<file path="config.mk">
export PLATFORM = sky130hd
export DESIGN_NAME = stable_priority_queue
export DESIGN_NICKNAME = d
export VERILOG_FILES = /design/src/design/spq_pkg.sv /design/src/design/spq_cell.sv /design/src/design/stable_priority_queue.sv
export SDC_FILE = /design/constraint.sdc
export NUM_CORES = 2
export LEC_CHECK = 0
export BUFFER_PORTS_ARGS = -buffer_cell sky130_fd_sc_hd__buf_2
export CORE_ASPECT_RATIO = 0.9
export CORE_MARGIN = 10
export CORE_UTILIZATION = 54
export DETAILED_ROUTE_END_ITERATION = 10
export PLACE_DENSITY = 0.83
export SYNTH_ARGS = -nofsm -noshare
export SYNTH_HDL_FRONTEND = slang
export SYNTH_SLANG_ARGS = --single-unit
</file>
<file path="constraint.sdc">
create_clock -name clk -period 6.93 [get_ports clk]
set_input_delay 0.3465 -clock clk [delete_from_list [all_inputs] [get_ports clk]]
set_output_delay 0.3465 -clock clk [all_outputs]
set_load 0.1 [all_outputs]
</file>
<file path="src/design/spq_pkg.sv">
package spq_pkg;

  // operation codes carried by func
  localparam logic FUNC_INSERT = 1'b0;
  localparam logic FUNC_REMOVE = 1'b1;

  // result status codes
  localparam logic [1:0] ST_OK    = 2'd0;
  localparam logic [1:0] ST_EMPTY = 2'd1;
  localparam logic [1:0] ST_FULL  = 2'd2;

  localparam int DATA_W   = 32;
  localparam int COUNT_W  = 5;

  // one stored entry of the sorted list
  typedef struct packed {
    logic              valid;
    logic [DATA_W-1:0] value;
    logic [DATA_W-1:0] prio;
  } entry_t;

  // command broadcast to every cell in the chain
  typedef struct packed {
    logic              ins;
    logic              rem;
    logic [DATA_W-1:0] value;
    logic [DATA_W-1:0] prio;
  } cmd_t;

endpackage

</file>
<file path="src/design/spq_cell.sv">
module spq_cell (
  input  logic           clk,
  input  logic           rst,
  input  spq_pkg::cmd_t   cmd,
  input  spq_pkg::entry_t left_entry,
  input  logic           left_keep,
  input  spq_pkg::entry_t right_entry,
  output spq_pkg::entry_t entry,
  output spq_pkg::entry_t entry_next,
  output logic           keep
);

  // entry stays put on insert when it sorts at or before the new word
  assign keep = entry.valid && ($signed(entry.prio) <= $signed(cmd.prio));

  // next content: hold, take the new word, shift in from left or right
  always_comb begin
    entry_next = entry;
    if (cmd.ins) begin
      if (!keep) begin
        if (left_keep) begin
          entry_next.valid = 1'b1;
          entry_next.value = cmd.value;
          entry_next.prio  = cmd.prio;
        end else begin
          entry_next = left_entry;
        end
      end
    end else if (cmd.rem) begin
      entry_next = right_entry;
    end
  end

  // valid bit cleared on reset, payload left alone
  always_ff @(posedge clk) begin
    if (rst) begin
      entry.valid <= 1'b0;
    end else begin
      entry.valid <= entry_next.valid;
    end
    entry.value <= entry_next.value;
    entry.prio  <= entry_next.prio;
  end

endmodule

</file>
<file path="src/design/stable_priority_queue.sv">
// the result of an accepted word is registered in the output register
// one word per cycle unless stalled; every cell compares and shifts in parallel
// the output register frees when its result is taken or in the same cycle
// reset (rst, synchronous): queue empty, all cell valid bits clear, no result held
module stable_priority_queue #(
  parameter int DEPTH = 16
) (
  input  logic        clk,
  input  logic        rst,
  input  logic        in_valid,
  output logic        in_ready,
  input  logic        func,
  input  logic signed [31:0] value,
  input  logic signed [31:0] priority_req,
  output logic        out_valid,
  input  logic        out_ready,
  output logic [1:0]  status,
  output logic signed [31:0] removed_value,
  output logic signed [31:0] removed_priority,
  output logic signed [31:0] head_value,
  output logic signed [31:0] head_priority,
  output logic [4:0]  entry_count,
  output logic        is_empty
);

  localparam int CW = $clog2(DEPTH + 1);

  spq_pkg::entry_t cells      [DEPTH];
  spq_pkg::entry_t cells_next [DEPTH];
  logic            keeps      [DEPTH];
  spq_pkg::cmd_t   cmd;
  spq_pkg::entry_t empty_entry;

  logic [CW-1:0] held_count;
  logic [CW-1:0] held_count_next;
  logic [CW+spq_pkg::COUNT_W-1:0] count_ext;
  logic          accept;
  logic          full;
  logic          empty;
  logic [1:0]    status_next;

  assign empty_entry = '0;

  // handshake: accept whenever the output register is free or draining
  assign in_ready = !out_valid || out_ready;
  assign accept   = in_valid && in_ready;

  assign full  = cells[DEPTH-1].valid;
  assign empty = !cells[0].valid;

  // command to the cell chain
  always_comb begin
    cmd.ins   = accept && (func == spq_pkg::FUNC_INSERT) && !full;
    cmd.rem   = accept && (func == spq_pkg::FUNC_REMOVE) && !empty;
    cmd.value = value;
    cmd.prio  = priority_req;
  end

  // chain of cells, slot 0 is the head
  for (genvar i = 0; i < DEPTH; i++) begin : g_cell
    spq_pkg::entry_t left_entry;
    spq_pkg::entry_t right_entry;
    logic            left_keep;
    if (i == 0) begin : g_first
      assign left_entry = empty_entry;
      assign left_keep  = 1'b1;
    end else begin : g_mid
      assign left_entry = cells[i-1];
      assign left_keep  = keeps[i-1];
    end
    if (i == DEPTH - 1) begin : g_last
      assign right_entry = empty_entry;
    end else begin : g_inner
      assign right_entry = cells[i+1];
    end
    spq_cell u_cell (
      .clk         (clk),
      .rst         (rst),
      .cmd         (cmd),
      .left_entry  (left_entry),
      .left_keep   (left_keep),
      .right_entry (right_entry),
      .entry       (cells[i]),
      .entry_next  (cells_next[i]),
      .keep        (keeps[i])
    );
  end

  // count update and status
  always_comb begin
    held_count_next = held_count;
    if (cmd.ins) begin
      held_count_next = held_count + CW'(1);
    end else if (cmd.rem) begin
      held_count_next = held_count - CW'(1);
    end
    status_next = spq_pkg::ST_OK;
    if (func == spq_pkg::FUNC_INSERT) begin
      if (full) begin
        status_next = spq_pkg::ST_FULL;
      end
    end else if (empty) begin
      status_next = spq_pkg::ST_EMPTY;
    end
  end

  assign count_ext = {{spq_pkg::COUNT_W{1'b0}}, held_count_next};

  // count register and output register
  always_ff @(posedge clk) begin
    if (rst) begin
      held_count <= '0;
      out_valid  <= 1'b0;
    end else begin
      if (accept) begin
        held_count <= held_count_next;
        out_valid  <= 1'b1;
      end else if (out_ready) begin
        out_valid <= 1'b0;
      end
    end
    if (accept) begin
      status           <= status_next;
      removed_value    <= cmd.rem ? cells[0].value : '0;
      removed_priority <= cmd.rem ? cells[0].prio : '0;
      head_value       <= cells_next[0].valid ? cells_next[0].value : '0;
      head_priority    <= cells_next[0].valid ? cells_next[0].prio : '0;
      entry_count      <= count_ext[spq_pkg::COUNT_W-1:0];
      is_empty         <= !cells_next[0].valid;
    end
  end

endmodule

</file>
---- After elaboration in Yosys (flattened, before gate mapping) ----
Index checks and enable logic that the tools add are counted.
Widths: inputs -> output; s select.
word-level totals
  input port bits ......................... 69
  flip-flop bits (word level) ............. 1182
  logic and storage cells ................. 203
  latch bits .............................. 0
  memories kept ........................... 0
  ROM bits ................................ 0
  RAM bits ................................ 0
  output and inout bits ................... 138
operators by class
  multiplexer cells ....................... 70
  $add $sub $neg .......................... 2
  div/mod/pow operators ................... 0
  reductions and logical operators ........ 42
  magnitude comparators ................... 16
  shift-type cells ........................ 0
  equality and inequality tests ........... 15
  bitwise operators ....................... 1
  multiply operators ...................... 0
operators with widths
  operator             number
  $mux 65              63
  $le 32x32->1         16
  $ne 2x2->1 const B   15
  $reduce_and 2->1     15
  $logic_and 1x1->1    21
  $mux 5               2
  $add 5x1->5 const B  1
  $sub 5x1->5 const B  1
  $mux 2               2
  $reduce_bool 2->1    2
  $logic_not 1->1      3
  $mux 1               3
  $logic_or 1x1->1     1
  $not 1->1            1

---- Logic depth before layout (Yosys ltp) ----
  word-level depth ........................ 8
  gate-level depth with buffers ........... 12
  depth with buffers taken out ............ 10

---- Cells and area by module ----
Synthesis repeated with hierarchy kept, for this count alone.
unflattened totals
  cells, all modules ...................... 9255
  area total of the unflattened synthesis .. 77858.4 um2
modules (own cells, without submodules)
  module                            seq. area each (um2)  area an instance (um2)  cells an instance  times used
  spq_cell at g_cell[0].u_cell ...  1301.2                4536.9                  558                9
  spq_cell at g_cell[3].u_cell ...  1301.2                4521.8                  557                7
  stable_priority_queue             4204.0                5373.9                  334                1

---- Worst setup path before layout ----
OpenSTA, ideal clock, no wires.
  path kind ............................... reg2reg
  from .................................... register out_valid
  to ...................................... register g_cell[12].u_cell.entry[0] (netlist bit) (enable)
  buffers on the path ..................... 2
  clock period less this slack ............ 8.596 ns
  arrival time ............................ 8.022 ns
  path slack .............................. -1.666 ns
  stages on the path, launching flop included .. 8
  setup time .............................. 0.575 ns
  required time ........................... 6.355 ns
  path through ............................ dfxtp_1 -> nand2b_1 -> nand2_1 -> inv_1 -> nand3_1 -> clkbuf_1 -> clkbuf_1 -> o21ai_0
on the way
  word-level cells in the longest chain between the ends .. 7
  elaborated cells between the ends (all ways) .. 10
  classes of those cells .................. eq/ne (1); reduce/logical (9)
RTL lines
  item                                                       RTL line                                                  RTL
  from (decl)                                                stable_priority_queue.sv:15                               output logic out_valid,
  from (signal assigned)                                     stable_priority_queue.sv:113                              out_valid <= 1'b0;
  from (signal assigned)                                     stable_priority_queue.sv:117                              out_valid <= 1'b1;
  from (signal assigned)                                     stable_priority_queue.sv:119                              out_valid <= 1'b0;
  $logic_not 1->1 *                                          stable_priority_queue.sv:45                               assign in_ready = !out_valid || out_ready;
  $logic_or 1x1->1 *                                         stable_priority_queue.sv:45
  named net in_ready                                         stable_priority_queue.sv:11                               output logic in_ready,
  $logic_and 1x1->1 *                                        stable_priority_queue.sv:46                               assign accept = in_valid && in_ready;
  named net accept                                           stable_priority_queue.sv:37                               logic accept;
  $logic_and 1x1->1, on equally long branches (2 in series)  stable_priority_queue.sv:53, stable_priority_queue.sv:54
  $ne 2x2->1 (no line) or $reduce_bool 2->1 (tied branches)  -
  $reduce_and 2->1 (no line) *                               -
  to (decl)                                                  spq_cell.sv:8                                             output spq_pkg::entry_t entry,
Mark *: on every way through the listed nets, which the timed path passes. The rest lies on a longest branch.
A chain may end at the register's enable or synchronous reset.

==> results.yml <==
outcome:
  status: "finished clean"
sta:
  post-route-min-period_ps: 5270
  period_share: 0.761
  rsz0062_at_grt: "no"
  finalSetupViolCount: 0
  fin_ws_ps: 1660
  finalHoldWorstSlack_ps: 39.2
  fmax_mhz: 190
  tightest_slew_ps: 1340
  tns_ps: 0
  drv_slew: 0
  max-slew-margin-rel: 0.0821
  final_hold_viol_count: 0
  fin_skew_ps: 66.4
routing:
  drtAntennaViolNets: 0
  drt_iter0_markers: 9236
  wl_um: 221000
  vias: 56800
  post_drt_wl_per_cell_um: 27.2
  vias_per_cell: 6.98
  drt_drc_violations_left: 0
  drtPass1Iterations: 7
min_path:
  min_to: "status[1]"
  whs_path_depth: 2
  min-delay-start: "func"
  hold_class: "primary input to flop"
grt:
  grtUsageTotal: 0.306
  grt_use_met1: 0.420
  grtUsageMet3: 0.0772
  grtUsageMet2: 0.448
  grt-busiest-layer: "met2"
  antenna_found_initial: 14
  grt_pass1_wl_um: 332000
  grt_start_max_net_pins: 198
  grt_pass1_vias: 53800
  grt.overflow.total: 0
power:
  vdd_drop_max_v: 0.000238
  p_leak_nw: 28.1
  powerDensity_mw_per_mm2: 263
  p_total_mw: 19.4
placed_design:
  io_buffer_count: 206
  preCtsSetupSlack_ps: 1790
  dp_hpwl_um: 141000
  place_congestion: 1.03
finish:
  final_util: 0.601
  final_common_cell: "nand2_1"
  num-fill-cells: 9650
  area_growth_pct: 10.5
  nets: 6965
  final_cell_mix: "nand2_1, edfxtp_1, nand3_1"
  layout-drive-gt1-share: 0.0893
die:
  dieHeight_um: 354
  coreArea_mm2: 0.123
  num_io_pins: 207
  die_area_mm2: 0.138
  rows: 122
  fp.dieW_um: 391
  initial_core_util: 0.544
synthesis:
  yosys.area_share.simple: 0.184
  synth_edf_count: 1096
  synth_compound_area_frac: 0.164
  ys_seq_elements: 1182
  synth.area.mux_share: 0.0102
  synthAdderAreaFrac: 0.0902
  synth_cells: 6416
  ys_types: 69
  synthXorXnorAreaFrac: 0.00105
  syn_nets: 6967
  synth_ff_type: "edfxtp_1"
  synthTopCellsByArea: "edfxtp_1, ha_1, o211ai_1"
  ys_seq_area_frac: 0.518
  synth_area_mm2: 0.0669
  ys.warnings.count: 0
  synth_top_cell_area_share: 0.492
  synth.largest_area_cell: "edfxtp_1"
  async_flop_share: 0
  synth_top_family_by_area: "simple AND/OR/NAND/NOR gates"
  avgSynthCellArea_um2: 10.4
cts:
  cts_resized: 0
  h-tree-depth: 3
  post_cts_buffers: 0
  holdBufCountCts: 63
  clkSinkCount: 1182
  cts_buffer_depth: 3
  cts_tree: "built"
  numCtsBuffers: 119
  clk_pin_slew_ps: 70
  clk_latency_ps: 800
  root_buffer: "clkbuf_16"
worst_setup_path:
  critical_path.startpoint_type: "primary input"
  crit_chain: "dlygate4sd3_1 -> buf_2 -> inv_1 -> buf_4 -> ha_1 -> nand4_1 -> nor4_1 -> buf_4 -> o21ai_0 -> nand4_1 -> nor4_1 -> a311oi_4 -> buf_4 -> buf_4 -> o221ai_1"
  timing.rr.end: "head_priority[0]"
  cp_slowest_stage_delay_ps: 810
  r2r_slack_ps: 1800
  reg2reg_depth: 9
  crit_path_top_delay_cell: "buf_4"
  worstSetupPathType: "primary input to flop"
  required_ps: 7410
  critPathArrivalTime_ps: 5750
  path_common_cell: "buf_4"
  end_kind: "flop"
  rr_startpoint: "out_valid"
  worstPathMaxFanout: 66
run:
  drv_cap: 0
[flip-flops by register name, indices dropped and copies added (netlist names)]
signal and flops:
entry_count 5, is_empty 1, removed_priority 32, removed_value 32, head_priority 32, head_value 32, out_valid 1, status 2
held_count 5, g_cell.u_cell.entry 1040
[per-layer routing]
metal / vias to the layer above / share of wire / wire length (um)
met5: - / 0.00023 / 50
met4: 8 / 0.059 / 13100
met3: 685 / 0.14 / 30300
met2: 4245 / 0.43 / 94300
met1: 27300 / 0.38 / 83500
li1: 24600 / - / -
[final cells by class]
cell class,count,area (um2),share of cell area
antenna,3,7.51,0.000102
clock buffer,174,3420,0.0462
clock inverter,51,592,0.00801
inverter,80,304,0.00411
multi-input combinational,4678,30400,0.412
sequential,1182,34600,0.469
tap,1612,2020,0.0273
timing repair buffer,353,2520,0.0341
[worst max path at each step]
stage | from | end | depth (start not counted)
detailed placement | priority_req[15] | g_cell[11].u_cell.entry[0] | 14
finish | priority_req[15] | g_cell[11].u_cell.entry[0] | 15
global placement | priority_req[7] | g_cell[7].u_cell.entry[22] | 10
floorplan | out_valid | g_cell[12].u_cell.entry[0] | 7
CTS | out_valid | head_priority[0] | 9
global route | out_valid | head_priority[0] | 9
[cells by family (layout without fill, tap and decap cells)]
logic type / count (synthesis) / count (layout)
buf+inv: 556 / 658
fa+ha+maj: 482 / 482
compound gates: 1404 / 1404
flops: 1182 / 1182
xor+xnor: 8 / 8
simple gates: 2716 / 2716
other cells: 0 / 3
mux: 68 / 68
[worst max-delay path, delay by kind of cell]
kind | cells | cell delay (ps)
AOI/OAI and AO/OA | 3 | 750
adders and majority gates | 1 | 160
buffers and inverters | 7 | 3080
and+or+nand+nor | 4 | 1270
[report_power, final]
group | switching [mW] | internal [mW] | total [mW]
logic | 2.55 | 1.08 | 3.63
registers | 0.467 | 8.58 | 9.05
clock network | 2.97 | 3.77 | 6.74
[cell usage after synthesis, drive strengths merged, types with 39 or more instances]
master  instances
a21oi         190
o211ai        589
nand4         100
a221o         324
nand3         623
nor4           54
edfxtp       1096
ha            482
a21o           57
inv            79
buf            83
mux2i          67
dfxtp          86
nor3           96
nor2          474
o21ai          73
clkbuf        393
nand2b         39
and2          101
nand2        1132
[through the flow]
step / cell area, um2 / std cells
after floorplan: 66900 / 6416
after global placement: 69300 / 7842
after detailed placement: 69300 / 7842
after CTS: 73900 / 8130
after global routing: 73900 / 8133
final: 73900 / 8133
Power figures use the tool's default switching activity.
